## src/hdl/htnc_pkg.sv

```systemverilog
// ---------------------------------------------------------------------------
// htnc_pkg
// Shared types, constants and the tag classifier of the tag nesting checker.
// ---------------------------------------------------------------------------
`default_nettype none

package htnc_pkg;

    localparam int STACK_DEPTH   = 64;
    localparam int MAX_TAG_CHARS = 7;
    localparam int TEXT_CHARS    = 7;
    localparam int TEXT_W        = 8 * TEXT_CHARS;
    localparam int CNT_W         = $clog2(STACK_DEPTH + 1);
    localparam int NUM_TAGS      = 10;
    localparam int NAME_CHARS    = 4;
    localparam int OUT_W         = 48;

    localparam logic [7:0] CHAR_LT    = 8'h3C;
    localparam logic [7:0] CHAR_GT    = 8'h3E;
    localparam logic [7:0] CHAR_SLASH = 8'h2F;
    localparam logic [7:0] CHAR_SPACE = 8'h20;
    localparam logic [7:0] CHAR_NL    = 8'h0A;

    localparam logic [2:0] ERR_NONE       = 3'd0;
    localparam logic [2:0] ERR_UNKNOWN    = 3'd1;
    localparam logic [2:0] ERR_MISMATCH   = 3'd2;
    localparam logic [2:0] ERR_EMPTY_POP  = 3'd3;
    localparam logic [2:0] ERR_OVERFLOW   = 3'd4;
    localparam logic [2:0] ERR_UNTERM     = 3'd5;
    localparam logic [2:0] ERR_UNCLOSED   = 3'd6;

    localparam logic [3:0] UNKNOWN_CODE = 4'd10;
    localparam logic [3:0] NO_CODE      = 4'd0;

    // html head body p br li h1 h2 ul ol
    localparam logic [7:0] TAG_NAME [NUM_TAGS][NAME_CHARS] = '{
        '{"h", "t", "m", "l"},
        '{"h", "e", "a", "d"},
        '{"b", "o", "d", "y"},
        '{"p", 8'h00, 8'h00, 8'h00},
        '{"b", "r", 8'h00, 8'h00},
        '{"l", "i", 8'h00, 8'h00},
        '{"h", "1", 8'h00, 8'h00},
        '{"h", "2", 8'h00, 8'h00},
        '{"u", "l", 8'h00, 8'h00},
        '{"o", "l", 8'h00, 8'h00}
    };
    localparam logic [3:0] TAG_LEN [NUM_TAGS] = '{
        4'd4, 4'd4, 4'd4, 4'd1, 4'd2, 4'd2, 4'd2, 4'd2, 4'd2, 4'd2
    };

    typedef enum logic [1:0] {
        KIND_UNKNOWN = 2'd0,
        KIND_OPEN    = 2'd1,
        KIND_CLOSE   = 2'd2,
        KIND_EMPTY   = 2'd3
    } tag_kind_t;

    typedef struct packed {
        tag_kind_t  kind;
        logic [3:0] code;
    } tag_class_t;

    typedef struct packed {
        logic [3:0]  code;
        logic [31:0] pos;
    } entry_t;

    typedef struct packed {
        logic push;
        logic pop;
    } shift_t;

    typedef struct packed {
        shift_t shift;
        logic   clear;
    } stack_ctrl_t;

    // packed from the top bit down; is_valid is bit 0
    typedef struct packed {
        logic [6:0]  open_count;
        logic [3:0]  error_tag;
        logic [31:0] error_position;
        logic [2:0]  error_kind;
        logic        is_valid;
    } result_t;

    function automatic tag_class_t classify(input logic [TEXT_W-1:0] text,
                                            input logic [3:0] len);
        tag_class_t r;
        logic [7:0] ch [TEXT_CHARS];
        logic [7:0] last_ch;
        logic       is_close;
        logic [3:0] first;
        logic [3:0] nlen;
        logic       same;
        r.kind   = KIND_UNKNOWN;
        r.code   = UNKNOWN_CODE;
        last_ch  = 8'h00;
        for (int i = 0; i < TEXT_CHARS; i++)
        begin
            ch[i] = text[8*i +: 8];
            if (4'(i) == len - 4'd1)
            begin
                last_ch = ch[i];
            end
        end
        is_close = (ch[1] == CHAR_SLASH);
        first    = is_close ? 4'd2 : 4'd1;
        nlen     = len - 4'd1 - first;
        if (len >= 4'd3 && int'(len) <= MAX_TAG_CHARS && int'(len) <= TEXT_CHARS &&
            ch[0] == CHAR_LT && last_ch == CHAR_GT)
        begin
            if (len == 4'd5 && ch[1] == "b" && ch[2] == "r" && ch[3] == CHAR_SLASH)
            begin
                r.kind = KIND_EMPTY;
            end
            else if (len >= first + 4'd2)
            begin
                for (int k = NUM_TAGS - 1; k >= 0; k--)
                begin
                    same = (nlen == TAG_LEN[k]);
                    for (int j = 0; j < NAME_CHARS; j++)
                    begin
                        if (4'(j) < TAG_LEN[k])
                        begin
                            if ((is_close ? ch[2+j] : ch[1+j]) != TAG_NAME[k][j])
                            begin
                                same = 1'b0;
                            end
                        end
                    end
                    if (same)
                    begin
                        r.kind = is_close ? KIND_CLOSE : KIND_OPEN;
                        r.code = 4'(k);
                    end
                end
            end
        end
        return r;
    endfunction

endpackage

`default_nettype wire

```

## src/hdl/htnc_cell.sv

```systemverilog
// ---------------------------------------------------------------------------
// htnc_cell
// One stack cell: loads from the upper neighbor on push, the lower on pop.
// ---------------------------------------------------------------------------
`default_nettype none

module htnc_cell (
    input  wire                 clk,
    input  htnc_pkg::shift_t    shift,
    input  htnc_pkg::entry_t    upper,
    input  htnc_pkg::entry_t    lower,
    output htnc_pkg::entry_t    q
);

    htnc_pkg::entry_t entry_reg;
    htnc_pkg::entry_t entry_next;

    always_comb
    begin
        entry_next = entry_reg;
        if (shift.push)
        begin
            entry_next = upper;
        end
        else if (shift.pop)
        begin
            entry_next = lower;
        end
    end

    always_ff @(posedge clk)
    begin
        entry_reg <= entry_next;
    end

    assign q = entry_reg;

endmodule

`default_nettype wire

```

## src/hdl/htnc_stack.sv

```systemverilog
// ---------------------------------------------------------------------------
// htnc_stack
// Shifting tag stack: a row of cells, top in cell 0, plus the fill count.
// ---------------------------------------------------------------------------
`default_nettype none

module htnc_stack (
    input  wire                             clk,
    input  wire                             rst_n,
    input  htnc_pkg::stack_ctrl_t           ctrl,
    input  htnc_pkg::entry_t                new_entry,
    output htnc_pkg::entry_t                top,
    output htnc_pkg::entry_t                second,
    output logic [htnc_pkg::CNT_W-1:0]      count
);

    htnc_pkg::entry_t cells [htnc_pkg::STACK_DEPTH];

    logic [htnc_pkg::CNT_W-1:0] count_reg;
    logic [htnc_pkg::CNT_W-1:0] count_next;

    genvar i;
    generate
        for (i = 0; i < htnc_pkg::STACK_DEPTH; i++)
        begin : g_cell
            htnc_pkg::entry_t upper;
            htnc_pkg::entry_t lower;
            if (i == 0)
            begin : g_first
                assign upper = new_entry;
            end
            else
            begin : g_mid_up
                assign upper = cells[i-1];
            end
            if (i == htnc_pkg::STACK_DEPTH - 1)
            begin : g_last
                assign lower = cells[i];
            end
            else
            begin : g_mid_dn
                assign lower = cells[i+1];
            end
            htnc_cell u_cell (
                .clk   (clk),
                .shift (ctrl.shift),
                .upper (upper),
                .lower (lower),
                .q     (cells[i])
            );
        end
    endgenerate

    always_comb
    begin
        count_next = count_reg;
        if (ctrl.clear)
        begin
            count_next = '0;
        end
        else if (ctrl.shift.push)
        begin
            count_next = count_reg + 1'b1;
        end
        else if (ctrl.shift.pop)
        begin
            count_next = count_reg - 1'b1;
        end
    end

    always_ff @(posedge clk or negedge rst_n)
    begin
        if (!rst_n)
        begin
            count_reg <= '0;
        end
        else
        begin
            count_reg <= count_next;
        end
    end

    assign top    = cells[0];
    assign second = cells[1];
    assign count  = count_reg;

endmodule

`default_nettype wire

```

## config.mk

```make
export PLATFORM = sky130hd
export DESIGN_NAME = htnc_stack
export DESIGN_NICKNAME = d
export VERILOG_FILES = /design/src/hdl/htnc_pkg.sv /design/src/hdl/htnc_cell.sv /design/src/hdl/htnc_stack.sv
export SDC_FILE = /design/constraint.sdc
export NUM_CORES = 2
export LEC_CHECK = 0
export ABC_AREA = 1
export BUFFER_PORTS_ARGS = -buffer_cell sky130_fd_sc_hd__buf_2
export CAP_MARGIN = 30
export CORE_MARGIN = 2
export CORE_UTILIZATION = 41
export CTS_CLUSTER_SIZE = 30
export DETAILED_ROUTE_END_ITERATION = 10
export GPL_ROUTABILITY_DRIVEN = 1
export REMOVE_ABC_BUFFERS = 1
export SLEW_MARGIN = 20
export SYNTH_ARGS = -nofsm -noshare
export SYNTH_HDL_FRONTEND = slang
export SYNTH_SLANG_ARGS = --single-unit
export TNS_END_PERCENT = 100
```

## constraint.sdc

```tcl
create_clock -name clk -period 3.9 [get_ports clk]
set_input_delay 0 -clock clk [delete_from_list [all_inputs] [get_ports clk]]
set_output_delay 0 -clock clk [all_outputs]
set_load 0.01 [all_outputs]
```

==> impl_metrics.ini <==
[cts]
cts-resized-gates = 0
cts_hold_buf = 78
clkTransAtPathRegs_ps = 60
cts_tree = yes
ctsRootBufferMaster = clkbuf_16
post-cts-setup-buffer-count = 0
clk_path_buf_depth = 3
cts_sinks = 2311
htree_levels = 4
cts_buffers = 233
worstSkewPairLatency_ps = 840

[placed_design]
io_buffer_count = 119
pre_cts_slack_ps = 1310
dp.final_hpwl_um = 87900
dp_cells = 11500
gp_congestion = 0.733
placed_area_um2 = 99800

[timing]
min_period_ps = 2280
grt_setup_unrepaired = false
post-route-period-util_pct = 58.4
maxSlewViolCount = 0
setup_ws_ps = 1620
fin_hold_ws_ps = 52.1
clock.fmax_mhz = 439
worst_pin_slew_ps = 1170
finClkSkew_ps = 31.8
tns_ps = 0
hold_viol = 0
setup-violations-final = 0
relSlewSlack_pct = 22.2

[run]
maxCapViolCount = 0

[die]
dieArea_um2 = 239000
die_w_um = 489
rows = 178
pin_count = 120
die_h_um = 489
initial_core_util_pct = 41.1
core_area_um2 = 235000

[synth]
ys_warn_count = 0
avgSynthCellArea_um2 = 11.2
syn_area_um2 = 96500
ys_types = 21
ys_ff_latch = 2311
ys_seq_area_share_pct = 71.9
syn_inst = 8641

[finish]
largest_reg_flops = 2304
n_fill_cell = 21500
nets = 8720
multi_input_area_um2 = 20600
final_core_util_pct = 46.0
area_delta_synth_final_pct = 11.8
drive_gt1_share_pct = 5.96
finalNonFillerCells = 12000
seqCellArea_um2 = 69400
fin_area_um2 = 108000

[setup_path]
path_common_cell = buf_4
critical_path_class = primary input to flip-flop
critPathSlowestCell = dlygate4sd3_1
path_buf_inv = 5
reg2reg_depth = 7
worstPathArrival_ps = 2740
crit_chain = dlygate4sd3_1 -> buf_12 -> nor2_1 -> inv_8 -> buf_4 -> buf_4
cp_max_fo = 115
endpoint_kind = flip-flop
worst-path-stages = 6
crit_family = buffers and inverters
crit_required_ps = 4360
max_stage_delay_ps = 580
startpoint_type = primary input

[grt]
grt_max_degree = 278
grt_usage_pct = 13.0
grt_pass1_vias = 57200
grt_pass1_wl_um = 270000
grt-ovfl-total = 0
antenna_found_initial = 1

[pwr]
p_int_mw = 45.2
swShare_pct = 23.4
sequentialPowerShare_pct = 56.0
p_total_mw = 59.0
ir_drop_uv = 359
switching_power_mw = 13.8
p_clk_share_pct = 35.7
pwr-share-comb_pct = 8.4
p_leak_nw = 42.6
p_per_area_nw_per_um2 = 547

[route]
drt-initial-drc-count = 4729
drc = 0
finalWirelength_um = 158000
final_antenna_net_count = 0
avgViaCountPerCell = 4.83
firstDrtPassIters = 6
via_count = 58100
post_drt_wl_per_cell_um = 13.1

[hold_path]
holdPathStages = 4
worstHoldPathType = primary input to flip-flop

[status]
outcome = finished, final reports clean
==> placed cells by master (no fill, tap or decap), types with 2 or more instances in the layout <==
cell type,n
dfrtp_1,7
nand3_1,9
clkinv_8,5
a21oi_1,4
clkinv_1,77
ha_1,5
o21ai_0,1462
clkinv_2,39
clkbuf_1,54
buf_4,59
inv_6,6
edfxtp_1,2304
bufinv_16,14
clkbuf_16,233
buf_12,45
nor2_1,4
clkinvlp_4,2
inv_1,1066
buf_2,118
nand2_1,2626
clkinv_16,2
inv_8,3
diode_2,2
o21ai_1,644
dlygate4sd3_1,78
==> per-layer routing <==
metal,vias up,global-route usage [%],wire (um)
met3,234,2.37,6040
met1,27900,18.0,77200
li1,29200,-,-
met5,-,0,0
met4,0,3.19,2850
met2,815,21.3,71900
==> Yosys cell counts, drive strengths merged <==
| library cell | instances | area (um2) |
|---|---|---|
| edfxtp | 2304 | 69200 |
| nor2 | 5 | 21.3 |
| o22ai | 1 | 6.26 |
| clkbuf | 227 | 852 |
| a21oi | 4 | 20.0 |
| nand2 | 2626 | 9860 |
| xnor2 | 1 | 8.76 |
| fa | 1 | 20.0 |
| nand3 | 9 | 45.0 |
| inv | 1068 | 4010 |
| ha | 5 | 62.6 |
| dfrtp | 7 | 175 |
| buf | 276 | 1640 |
| o21ai | 2106 | 10500 |
| nand3b | 1 | 7.51 |
==> power by group through the flow <==
stage	combinational [mW]	sequential, mW	clock (mW)
after global placement	4.71	33.4	0
final	4.93	33.0	21.0
after global routing	5.85	33.5	22.7
after CTS	5.03	33.1	21.8
after floorplan	3.68	34.6	0
after detailed placement	4.94	33.5	0
==> worst reg2reg max path, cell delays in order (launching register included) <==
cell,delay [ps]
dfrtp_1,380
inv_1,90
fa_1,440
inv_1,100
nand2_1,70
nand3_1,90
nand2_1,60
dlygate4sd3_1,560
==> area by class of cell <==
type                    count  share of cell area [%]
diodes                      2                 0.00464
clock buffers             287                    5.60
repair buffers            300                    2.52
well taps                3150                    3.66
inverters                1068                    3.73
clock inverters           148                    1.07
multi-input cells        4759                    19.1
flip-flops and latches   2311                    64.3
==> cells by family after synthesis <==
kind of cell,after synthesis,synth area share (%)
AOI/OAI and AO/OA,2111,11.0
xor gates and xnor gates,1,0.00908
adders and majority gates,6,0.0856
buffers and inverters,1571,6.74
DFF,2311,71.9
and+or+nand+nor,2641,10.3
==> final timing paths <==
kind / start / endpoint / slack (ps)
max reg2reg: count[0]$_DFFE_PN0P_ / count[2]$_DFFE_PN0P_ / 1990
max: ctrl[2] / g_cell[0].u_cell.q[29]$_DFFE_PP_ / 1620
min in group asynchronous: rst_n / count[3]$_DFFE_PN0P_ / 140
max in group asynchronous: rst_n / count[1]$_DFFE_PN0P_ / 3500
min: new_entry[6] / g_cell[0].u_cell.q[6]$_DFFE_PP_ / 50
min reg2reg: g_cell[62].u_cell.q[16]$_DFFE_PP_ / g_cell[63].u_cell.q[16]$_DFFE_PP_ / 450
No activity file was read; power rests on OpenSTA's default activity.
